**src/rtl/pit_pkg.sv**
```systemverilog
package pit_pkg;

	localparam int NUM_CHANNELS = 3;
	localparam int GATE_CHAN    = 2;

	localparam logic [17:0] ELAPSED_MAX = 18'h3FFFF;
	localparam logic [16:0] FULL_COUNT  = 17'h10000;

	typedef enum logic [1:0] {
		FN_TICK  = 2'd0,
		FN_READ  = 2'd1,
		FN_WRITE = 2'd2
	} func_t;

	localparam logic [2:0] PORT_CTL  = 3'd3;
	localparam logic [2:0] PORT_GATE = 3'd4;
	localparam logic [1:0] SC_READBACK = 2'd3;
	localparam logic [1:0] RW_LATCH    = 2'd0;

	// byte order phases
	localparam logic [2:0] PH_LSB     = 3'd1;
	localparam logic [2:0] PH_MSB     = 3'd2;
	localparam logic [2:0] PH_WORD_LO = 3'd3;
	localparam logic [2:0] PH_WORD_HI = 3'd4;

	typedef struct packed {
		logic       en;
		logic       tick;
		logic       rd;
		logic       wr;
		logic       prog;
		logic       latch;
		logic       stat;
		logic       gate_wr;
		logic [7:0] wbyte;
	} chan_cmd_t;

	typedef struct packed {
		logic [7:0] rd_byte;
		logic       irq;
		logic       out;
		logic       gate;
	} chan_rsp_t;

endpackage

```
**src/rtl/pit_chan.sv**
```systemverilog
module pit_chan (
	input  logic               clk,
	input  logic               arst_n,
	input  pit_pkg::chan_cmd_t cmd,
	output pit_pkg::chan_rsp_t rsp
);

	logic [16:0] reload_q, reload_n;
	logic [17:0] elapsed_q, elapsed_n;
	logic [16:0] rem_q, rem_n;     // elapsed mod reload, kept incrementally
	logic        wrapped_q, wrapped_n;
	logic [2:0]  mode_q, mode_n;
	logic [1:0]  access_q, access_n;
	logic        bcd_q, bcd_n;
	logic [2:0]  rphase_q, rphase_n;
	logic [2:0]  wphase_q, wphase_n;
	logic [7:0]  low_q, low_n;
	logic [15:0] hcount_q, hcount_n;
	logic [1:0]  hphase_q, hphase_n;
	logic [7:0]  hstatus_q, hstatus_n;
	logic        shold_q, shold_n;
	logic        run_q, run_n;
	logic        gate_q, gate_n;

	logic [2:0]  eff;
	logic [15:0] cur_live;
	logic        cur_out;
	logic [17:0] e_inc;
	logic [16:0] r_inc;
	logic [17:0] expiry;
	logic [15:0] load_val;
	logic        do_load;
	logic [7:0]  rd_byte;
	logic        irq;

	function automatic logic [15:0] live_fn(input logic [2:0] m, input logic [16:0] n,
		input logic [17:0] d, input logic [16:0] r);
		logic [17:0] n18, r18, t, t2, d1, v;
		begin
			n18 = {1'b0, n};
			r18 = {1'b0, r};
			t   = {r, 1'b0};
			t2  = (t >= n18) ? t - n18 : t;
			d1  = (n18 + 18'd1) >> 1;
			v   = 18'd0;
			if (n != 17'd0) begin
				unique case (m)
					3'd2: v = n18 - r18;
					3'd3: begin
						if (!n[0]) v = n18 - t2;
						else       v = (r18 < d1) ? d1 - r18 : r18 - d1;
					end
					default: v = (n18 > d) ? n18 - d : 18'd0;
				endcase
			end
			live_fn = v[15:0];
		end
	endfunction

	function automatic logic out_fn(input logic [2:0] m, input logic [16:0] n,
		input logic [17:0] d, input logic [16:0] r, input logic w);
		logic [17:0] n18, half;
		logic        o;
		begin
			n18  = {1'b0, n};
			half = (n18 + 18'd1) >> 1;
			o    = 1'b0;
			if (n != 17'd0) begin
				unique case (m)
					3'd0: o = (d >= n18);
					3'd1: o = (d < n18);
					3'd2: o = (r == 17'd0) && ((d != 18'd0) || w);
					3'd3: o = ({1'b0, r} < half);
					3'd4, 3'd5: o = (d == n18);
					default: o = 1'b0;
				endcase
			end
			out_fn = o;
		end
	endfunction

	// modes 6 and 7 behave as 2 and 3
	assign eff      = (mode_q[2:1] == 2'b11) ? {1'b0, mode_q[1:0]} : mode_q;
	assign cur_live = live_fn(eff, reload_q, elapsed_q, rem_q);
	assign cur_out  = out_fn(eff, reload_q, elapsed_q, rem_q, wrapped_q);

	always_comb begin
		e_inc = elapsed_q;
		r_inc = rem_q;
		if (elapsed_q != pit_pkg::ELAPSED_MAX) begin
			e_inc = elapsed_q + 18'd1;
			if (reload_q != 17'd0)
				r_inc = (rem_q + 17'd1 == reload_q) ? 17'd0 : rem_q + 17'd1;
		end
		expiry = eff[2] ? {1'b0, reload_q} + 18'd1 : {1'b0, reload_q};
	end

	always_comb begin
		reload_n  = reload_q;  elapsed_n = elapsed_q; rem_n     = rem_q;
		wrapped_n = wrapped_q; mode_n    = mode_q;    access_n  = access_q;
		bcd_n     = bcd_q;     rphase_n  = rphase_q;  wphase_n  = wphase_q;
		low_n     = low_q;     hcount_n  = hcount_q;  hphase_n  = hphase_q;
		hstatus_n = hstatus_q; shold_n   = shold_q;   run_n     = run_q;
		gate_n    = gate_q;
		rd_byte   = 8'd0;
		irq       = 1'b0;
		do_load   = 1'b0;
		load_val  = 16'd0;

		if (cmd.en) begin
			if (cmd.tick) begin
				elapsed_n = e_inc;
				rem_n     = r_inc;
				if (run_q && reload_q != 17'd0 && e_inc >= expiry) begin
					irq = 1'b1;
					if (eff[2:1] == 2'b01) begin
						elapsed_n = {1'b0, r_inc};
						wrapped_n = 1'b1;
					end else begin
						run_n = 1'b0;
					end
				end
			end

			if (cmd.rd) begin
				priority if (shold_q) begin
					rd_byte = hstatus_q;
					shold_n = 1'b0;
				end else if (hphase_q != 2'd0) begin
					unique case (hphase_q)
						2'd1: begin rd_byte = hcount_q[7:0];  hphase_n = 2'd0; end
						2'd2: begin rd_byte = hcount_q[15:8]; hphase_n = 2'd0; end
						default: begin rd_byte = hcount_q[7:0]; hphase_n = 2'd2; end
					endcase
				end else begin
					unique case (rphase_q)
						pit_pkg::PH_LSB: rd_byte = cur_live[7:0];
						pit_pkg::PH_MSB: rd_byte = cur_live[15:8];
						pit_pkg::PH_WORD_LO: begin
							rd_byte  = cur_live[7:0];
							rphase_n = pit_pkg::PH_WORD_HI;
						end
						pit_pkg::PH_WORD_HI: begin
							rd_byte  = cur_live[15:8];
							rphase_n = pit_pkg::PH_WORD_LO;
						end
						default: rd_byte = 8'd0;
					endcase
				end
			end

			if (cmd.wr) begin
				unique case (wphase_q)
					pit_pkg::PH_LSB: begin do_load = 1'b1; load_val = {8'd0, cmd.wbyte}; end
					pit_pkg::PH_MSB: begin do_load = 1'b1; load_val = {cmd.wbyte, 8'd0}; end
					pit_pkg::PH_WORD_LO: begin
						low_n    = cmd.wbyte;
						wphase_n = pit_pkg::PH_WORD_HI;
					end
					pit_pkg::PH_WORD_HI: begin
						do_load  = 1'b1;
						load_val = {cmd.wbyte, low_q};
						wphase_n = pit_pkg::PH_WORD_LO;
					end
					default: ;
				endcase
				if (do_load) begin
					reload_n  = (load_val == 16'd0) ? pit_pkg::FULL_COUNT : {1'b0, load_val};
					elapsed_n = 18'd0;
					rem_n     = 17'd0;
					wrapped_n = 1'b0;
					run_n     = 1'b1;
				end
			end

			if (cmd.prog) begin
				access_n = cmd.wbyte[5:4];
				rphase_n = {1'b0, cmd.wbyte[5:4]};
				wphase_n = {1'b0, cmd.wbyte[5:4]};
				mode_n   = cmd.wbyte[3:1];
				bcd_n    = cmd.wbyte[0];
			end

			if (cmd.latch && hphase_q == 2'd0) begin
				hcount_n = cur_live;
				hphase_n = access_q;
			end

			if (cmd.stat && !shold_q) begin
				hstatus_n = {cur_out, 1'b0, access_q, mode_q, bcd_q};
				shold_n   = 1'b1;
			end

			if (cmd.gate_wr) begin
				if (eff != 3'd0 && eff != 3'd4 && !gate_q && cmd.wbyte[0]) begin
					elapsed_n = 18'd0;
					rem_n     = 17'd0;
					wrapped_n = 1'b0;
					if (reload_q != 17'd0) run_n = 1'b1;
				end
				gate_n = cmd.wbyte[0];
			end
		end
	end

	always_ff @(posedge clk or negedge arst_n) begin
		if (!arst_n) begin
			reload_q  <= '0; elapsed_q <= '0; rem_q    <= '0; wrapped_q <= 1'b0;
			mode_q    <= '0; access_q  <= '0; bcd_q    <= 1'b0;
			rphase_q  <= '0; wphase_q  <= '0; low_q    <= '0;
			hcount_q  <= '0; hphase_q  <= '0; hstatus_q <= '0; shold_q <= 1'b0;
			run_q     <= 1'b0; gate_q  <= 1'b0;
		end else begin
			reload_q  <= reload_n;  elapsed_q <= elapsed_n; rem_q     <= rem_n;
			wrapped_q <= wrapped_n; mode_q    <= mode_n;    access_q  <= access_n;
			bcd_q     <= bcd_n;     rphase_q  <= rphase_n;  wphase_q  <= wphase_n;
			low_q     <= low_n;     hcount_q  <= hcount_n;  hphase_q  <= hphase_n;
			hstatus_q <= hstatus_n; shold_q   <= shold_n;   run_q     <= run_n;
			gate_q    <= gate_n;
		end
	end

	// out level after this word, using the mode as it will stand
	always_comb begin
		rsp.rd_byte = rd_byte;
		rsp.irq     = irq;
		rsp.out     = out_fn((mode_n[2:1] == 2'b11) ? {1'b0, mode_n[1:0]} : mode_n,
			reload_n, elapsed_n, rem_n, wrapped_n);
		rsp.gate    = gate_q;
	end

endmodule

```
**src/rtl/interval_timer_8254_unit.sv**
```systemverilog
// three-channel interval timer, one result word per input word
// each word passes through the input register, then the result register
// throughput: one word per cycle while the output is not stalled; the per-channel update is a single pass of logic
// between the input register and the result register
// reset: arst_n clears all channel state, both stage valids and the result register
module interval_timer_8254_unit (
	input  logic        clk,
	input  logic        arst_n,
	input  logic        s_tvalid,
	output logic        s_tready,
	input  logic [7:0]  s_tdata,   // wdata[7:0]
	input  logic [4:0]  s_tuser,   // func[1:0], port_sel[4:2]
	output logic        m_tvalid,
	input  logic        m_tready,
	output logic [15:0] m_tdata    // read_data[7:0], irq_mask[10:8], out_bits[13:11], zero
);

	// input register
	logic       vld_s1;
	logic [1:0] func_s1;
	logic [2:0] port_s1;
	logic [7:0] wdata_s1;

	// result register
	logic        vld_s2;
	logic [15:0] res_s2;

	logic adv;   // stage 1 word is processed and moves into the result register

	pit_pkg::chan_cmd_t cmd [pit_pkg::NUM_CHANNELS];
	pit_pkg::chan_rsp_t rsp [pit_pkg::NUM_CHANNELS];

	logic [2:0] irq_mask;
	logic [2:0] out_bits;
	logic [2:0] gate_bits;
	logic [7:0] read_data;
	logic [7:0] chan_rd [3];

	logic is_tick, is_read, is_write;
	logic [1:0] sc, rw;

	assign adv      = vld_s1 && (!vld_s2 || m_tready);
	assign s_tready = !vld_s1 || adv;

	assign is_tick  = (func_s1 == pit_pkg::FN_TICK);
	assign is_read  = (func_s1 == pit_pkg::FN_READ);
	assign is_write = (func_s1 == pit_pkg::FN_WRITE);
	assign sc       = wdata_s1[7:6];
	assign rw       = wdata_s1[5:4];

	always_ff @(posedge clk or negedge arst_n) begin
		if (!arst_n) begin
			vld_s1 <= 1'b0;
		end else if (s_tready) begin
			vld_s1 <= s_tvalid;
		end
	end

	// payload needs no reset
	always_ff @(posedge clk) begin
		if (s_tready && s_tvalid) begin
			func_s1  <= s_tuser[1:0];
			port_s1  <= s_tuser[4:2];
			wdata_s1 <= s_tdata;
		end
	end

	// per-channel command decode and channel instances
	for (genvar c = 0; c < 3; c++) begin : g_chan
		if (c < pit_pkg::NUM_CHANNELS) begin : g_on
			always_comb begin
				cmd[c].en      = adv;
				cmd[c].tick    = is_tick;
				cmd[c].rd      = is_read && (port_s1 == 3'(c));
				cmd[c].wr      = is_write && (port_s1 == 3'(c));
				// control word aimed at this channel that is not a counter latch: program
				cmd[c].prog    = is_write && (port_s1 == pit_pkg::PORT_CTL) &&
					(sc == 2'(c)) && (rw != pit_pkg::RW_LATCH);
				// latch via counter latch command or read-back with count bit low
				cmd[c].latch   = is_write && (port_s1 == pit_pkg::PORT_CTL) &&
					(((sc == 2'(c)) && (rw == pit_pkg::RW_LATCH)) ||
					((sc == pit_pkg::SC_READBACK) && wdata_s1[c+1] && !wdata_s1[5]));
				cmd[c].stat    = is_write && (port_s1 == pit_pkg::PORT_CTL) &&
					(sc == pit_pkg::SC_READBACK) && wdata_s1[c+1] && !wdata_s1[4];
				cmd[c].gate_wr = is_write && (port_s1 == pit_pkg::PORT_GATE) &&
					(c == pit_pkg::GATE_CHAN);
				cmd[c].wbyte   = wdata_s1;
			end

			pit_chan u_chan (
				.clk    (clk),
				.arst_n (arst_n),
				.cmd    (cmd[c]),
				.rsp    (rsp[c])
			);

			assign chan_rd[c]   = rsp[c].rd_byte;
			assign irq_mask[c]  = rsp[c].irq;
			assign out_bits[c]  = rsp[c].out;
			assign gate_bits[c] = rsp[c].gate;
		end else begin : g_off
			assign chan_rd[c]   = 8'd0;
			assign irq_mask[c]  = 1'b0;
			assign out_bits[c]  = 1'b0;
			assign gate_bits[c] = 1'b0;
		end
	end

	// only the addressed channel returns a nonzero byte; gate port reads out and gate
	always_comb begin
		read_data = chan_rd[0] | chan_rd[1] | chan_rd[2];
		if (is_read && port_s1 == pit_pkg::PORT_GATE && pit_pkg::GATE_CHAN < pit_pkg::NUM_CHANNELS)
			read_data = {2'b00, out_bits[pit_pkg::GATE_CHAN], 4'b0000,
				gate_bits[pit_pkg::GATE_CHAN]};
	end

	always_ff @(posedge clk or negedge arst_n) begin
		if (!arst_n) begin
			vld_s2 <= 1'b0;
			res_s2 <= '0;
		end else begin
			if (adv) begin
				vld_s2 <= 1'b1;
				res_s2 <= {2'b00, out_bits, irq_mask, read_data};
			end else if (m_tready) begin
				vld_s2 <= 1'b0;
			end
		end
	end

	assign m_tvalid = vld_s2;
	assign m_tdata  = res_s2;

endmodule
```
**config.mk**
```make
export PLATFORM = sky130hd
export DESIGN_NAME = interval_timer_8254_unit
export DESIGN_NICKNAME = d
export VERILOG_FILES = /design/src/rtl/pit_pkg.sv /design/src/rtl/pit_chan.sv /design/src/rtl/interval_timer_8254_unit.sv
export SDC_FILE = /design/constraint.sdc
export NUM_CORES = 2
export LEC_CHECK = 0
export BUFFER_PORTS_ARGS = -buffer_cell sky130_fd_sc_hd__buf_4
export CAP_MARGIN = 20
export CORE_MARGIN = 1.5
export CORE_UTILIZATION = 63
export CTS_CLUSTER_SIZE = 25
export DETAILED_ROUTE_END_ITERATION = 10
export HOLD_SLACK_MARGIN = 0.1
export PLACE_DENSITY = 0.79
export SLEW_MARGIN = 15
export SYNTH_ARGS = -nofsm -noshare
export SYNTH_HDL_FRONTEND = slang
export SYNTH_SLANG_ARGS = --single-unit
```
**constraint.sdc**
```tcl
create_clock -name clk -period 8.45 [get_ports clk]
set_input_delay 0 -clock clk [delete_from_list [all_inputs] [get_ports clk]]
set_output_delay 0 -clock clk [all_outputs]
set_load 0.05 [all_outputs]
```
==> summary.md <==
| Metric | Value |
|---|---|
| Crit Path Class | `flop to flop` |
| Die Height | `265 um` |
| Sequential element share of the synthesized area | `19.3%` |
| Int Pwr | `4.10 mW` |
| Die ar. | `70200 sq um` |
| Crit-path max cell delay | `0.60 ns` |
| Setup TNS | `0 ns` |
| Max transition margin | `16.8%` |
| Period utilization | `87.9%` |
| Worst hold slack | `0.134 ns` |
| Comb power frac | `47.6%` |
| Critical Path Fanout Max | `18` |
| Cells after synthesis | `5641` |
| Slew @ Worst Pin | `1.24 ns` |
| Core Util, Final | `68.0%` |
| Final Max Slew Viols | `0` |
| Register bit total from synthesis | `330` |
| Setup Viol. Count Final | `0` |
| CP bufs+invs | `0` |
| Wire per inst | `27.9 um` |
| Max frequency | `135 MHz` |
| Antenna Violating Nets Remaining | `0` |
| Clock power share | `25.9%` |
| Switch share | `44.2%` |
| Drt first pass iters | `9` |
| Outcome | `finished clean` |
| Req. time, crit path | `8.96 ns` |
| CTS clk-pin slew, worst paths | `0.06 ns` |
| Total CTS buffers | `40` |
| CP top delay family | `compound AO/OA/AOI/OAI gates` |
| Mapped Area | `43200 sq um` |
| # clock sinks | `330` |
| Initial Util | `64.0%` |
| DR vias/cell | `7.28` |
| RSZ-0062 raised after global routing | `no` |
| Layout area overhead | `6.21%` |
| First-pass GRT wire length | `268000 um` |
| Number of flops mapped to enable cells by yosys | `13` |
| Finished Cell Area | `45900 sq um` |
| Resized cells post-CTS | `0` |
| Total grt overflow | `0` |
| Multi-input gate area | `32500 sq um` |
| Post-synth cell types | `110` |
| Hold Path Class | `primary input to flop` |
| Worst vdd ir | `212 uV` |
| DR DRC count | `0` |
| CTS tree | `built` |
| Layout cell share with drive strength beyond 1 | `6.13%` |
| Final WL | `180000 um` |
| Largest net degree at the start of global routing | `79` |
| Rows | `95` |
| Cell Pwr Density | `160 nW/um^2` |
| Most common flop cell mapped by yosys | `dfrtp_1` |
| Syn avg cell area | `7.66 sq um` |
| Clock tree buffer depth | `3` |
| Area of the core | `67500 sq um` |
| Initial antenna violation count | `1` |
| Worst-Skew Late Latency | `0.61 ns` |
| Maximum capacitance violations | `0` |
| Placed cell areas | `44200 sq um` |
| Gpl congestion | `1.11` |
| Endpoints failing hold | `0` |
| Leak pwr | `19.9 nW` |
| Yosys warns | `0` |
| Die X | `265 um` |
| Minimum clock period | `7.43 ns` |
| Sequential share of power | `26.5%` |
| H-tree depth | `2` |
| Critical Path AT | `7.95 ns` |
| Io pins | `35` |
| Startpoint Class | `flop` |
| Total power | `7.34 mW` |
| P_sw | `3.24 mW` |
| Initial DRC count | `7550` |
| Total track usage | `50.0%` |
| Clock root cell | `clkbuf_16` |
| Fillers | `5875` |
| Routed vias | `47100` |
| Reg area | `8320 sq um` |
| Dpl hpwl | `139000 um` |
| Crit-path slowest cell | `dfrtp_1` |
| Vias in the first global route | `43700` |
| Port Buffers | `32` |
| Clk_skew | `0.0429 ns` |
| Crit path capture type | `flop` |
| Count of nets after finishing | `6080` |
| Share of synthesized registers carrying an async set or reset | `96.1%` |
-- synthesized netlist by cell type, drive strengths merged (65+ instances only) --
cell | instances | area [sq um]
nor2b | 69 | 432
nand4 | 118 | 781
nor3 | 161 | 832
o21ai | 374 | 1870
nor2 | 435 | 1640
inv | 364 | 1370
a211oi | 65 | 493
clkbuf | 220 | 826
nand3 | 213 | 1070
dfrtp | 317 | 7930
ha | 483 | 6040
and3 | 82 | 513
nand2 | 483 | 1820
a21oi | 369 | 1850
xnor2 | 350 | 3070
a21o | 133 | 998
nor4 | 112 | 747
xor2 | 95 | 832
-- what timing repair did --
| action | 4_1_cts | 5_1_grt |
|---|---|---|
| endpoints found under the hold margin | 101 | 0 |
| setup buffers | 0 | 0 |
| hold buffers | 19 | 0 |
-- cell families after synthesis --
logic type,share of synthesized area [%]
xor gates and xnor gates,9.07
muxes,2.96
and+or+nand+nor,23.3
other,0.00868
AOI/OAI and AO/OA,24.9
adders and majority gates,14.8
buffers and inverters,5.76
DFF,19.3
-- metal layers --
metal,track usage (%),wire length [um],vias to the layer above
met3,13.9,23400,1029
met1,61.1,64800,21800
met4,38.9,17500,2
met5,0,11,-
li1,-,-,20700
met2,74.4,74700,3625
-- final timing paths --
check                                                                   start                                            end  slack [ns]  cells past startpoint
worst max register to register    g_chan[0].g_on.u_chan.reload_q[1]$_DFF_PN0_                        m_tdata[11]$_DFFE_PN0P_        1.02                     29
min in group asynchronous                                              arst_n                         m_tdata[9]$_DFFE_PN0P_        0.60                      4
worst min register to register  g_chan[1].g_on.u_chan.hcount_q[2]$_DFFE_PN0P_  g_chan[1].g_on.u_chan.hcount_q[2]$_DFFE_PN0P_        0.47                      2
max in group asynchronous                                              arst_n       g_chan[0].g_on.u_chan.rem_q[7]$_DFF_PN0_        6.38                      5
worst min-delay path                                               s_tdata[6]                          wdata_s1[6]$_DFFE_PP_        0.13                      2
worst max-delay path              g_chan[0].g_on.u_chan.reload_q[1]$_DFF_PN0_                        m_tdata[11]$_DFFE_PN0P_        1.02                     29
-- registers in the layout, indices dropped and copies added, names as in the netlist, 6 cells and up --
| register | cells |
|---|---|
| g_chan.g_on.u_chan.elapsed_q | 54 |
| g_chan.g_on.u_chan.reload_q | 51 |
| g_chan.g_on.u_chan.rem_q | 51 |
| g_chan.g_on.u_chan.hcount_q | 48 |
| g_chan.g_on.u_chan.low_q | 24 |
| g_chan.g_on.u_chan.hstatus_q | 21 |
| m_tdata | 14 |
| g_chan.g_on.u_chan.mode_q | 9 |
| g_chan.g_on.u_chan.rphase_q | 9 |
| g_chan.g_on.u_chan.wphase_q | 9 |
| wdata_s1 | 8 |
| g_chan.g_on.u_chan.access_q | 6 |
| g_chan.g_on.u_chan.hphase_q | 6 |
-- cells in the final DEF (no fill, tap or decap), types with 69 or more instances in the layout --
cell type,n
a21o_1,133
a21oi_1,369
and3_1,82
buf_4,124
dfrtp_1,317
ha_1,483
inv_1,356
nand2_1,481
nand3_1,213
nand4_1,114
nor2_1,432
nor2b_1,69
nor3_1,157
nor4_1,106
o21ai_0,355
xnor2_1,350
xor2_1,95
-- power groups by stage --
stage	logic [mW]	registers (mW)	clock network, mW
final	3.49	1.95	1.90
after global routing	3.72	1.94	1.96
after CTS	3.33	1.92	1.90
after detailed placement	3.30	1.95	0
after global placement	3.26	1.94	0
after floorplan	2.36	1.84	0
-- worst register-to-register path, delay by kind of cell (launching register included) --
family / cells / cell delay, ns
adder cells (fa/ha/maj): 3 / 0.93
AND/OR/NAND/NOR: 13 / 2.74
AO/OA/AOI/OAI: 12 / 2.90
XOR/XNOR: 1 / 0.19
flip-flops: 1 / 0.60
-- stage by stage --
stage          cells  setup slack [ns]
2_1_floorplan   5645              1.92
3_3_place_gp    6369              1.30
3_5_place_dp    6369              1.22
4_1_cts         6460              1.17
5_1_grt         6465             0.535
6_report        6468              1.02
-- cell type report --
type / instances / share of cell area (%)
Inverter: 371 / 3.03
Antenna cell: 3 / 0.0164
Sequential cell: 330 / 18.1
Timing Repair Buffer: 148 / 2.61
Clock buffer: 54 / 2.56
Multi-Input combinational cell: 4671 / 70.7
Tap cell: 873 / 2.38
Clock inverter: 18 / 0.545
(Power assumes the default switching activity.)
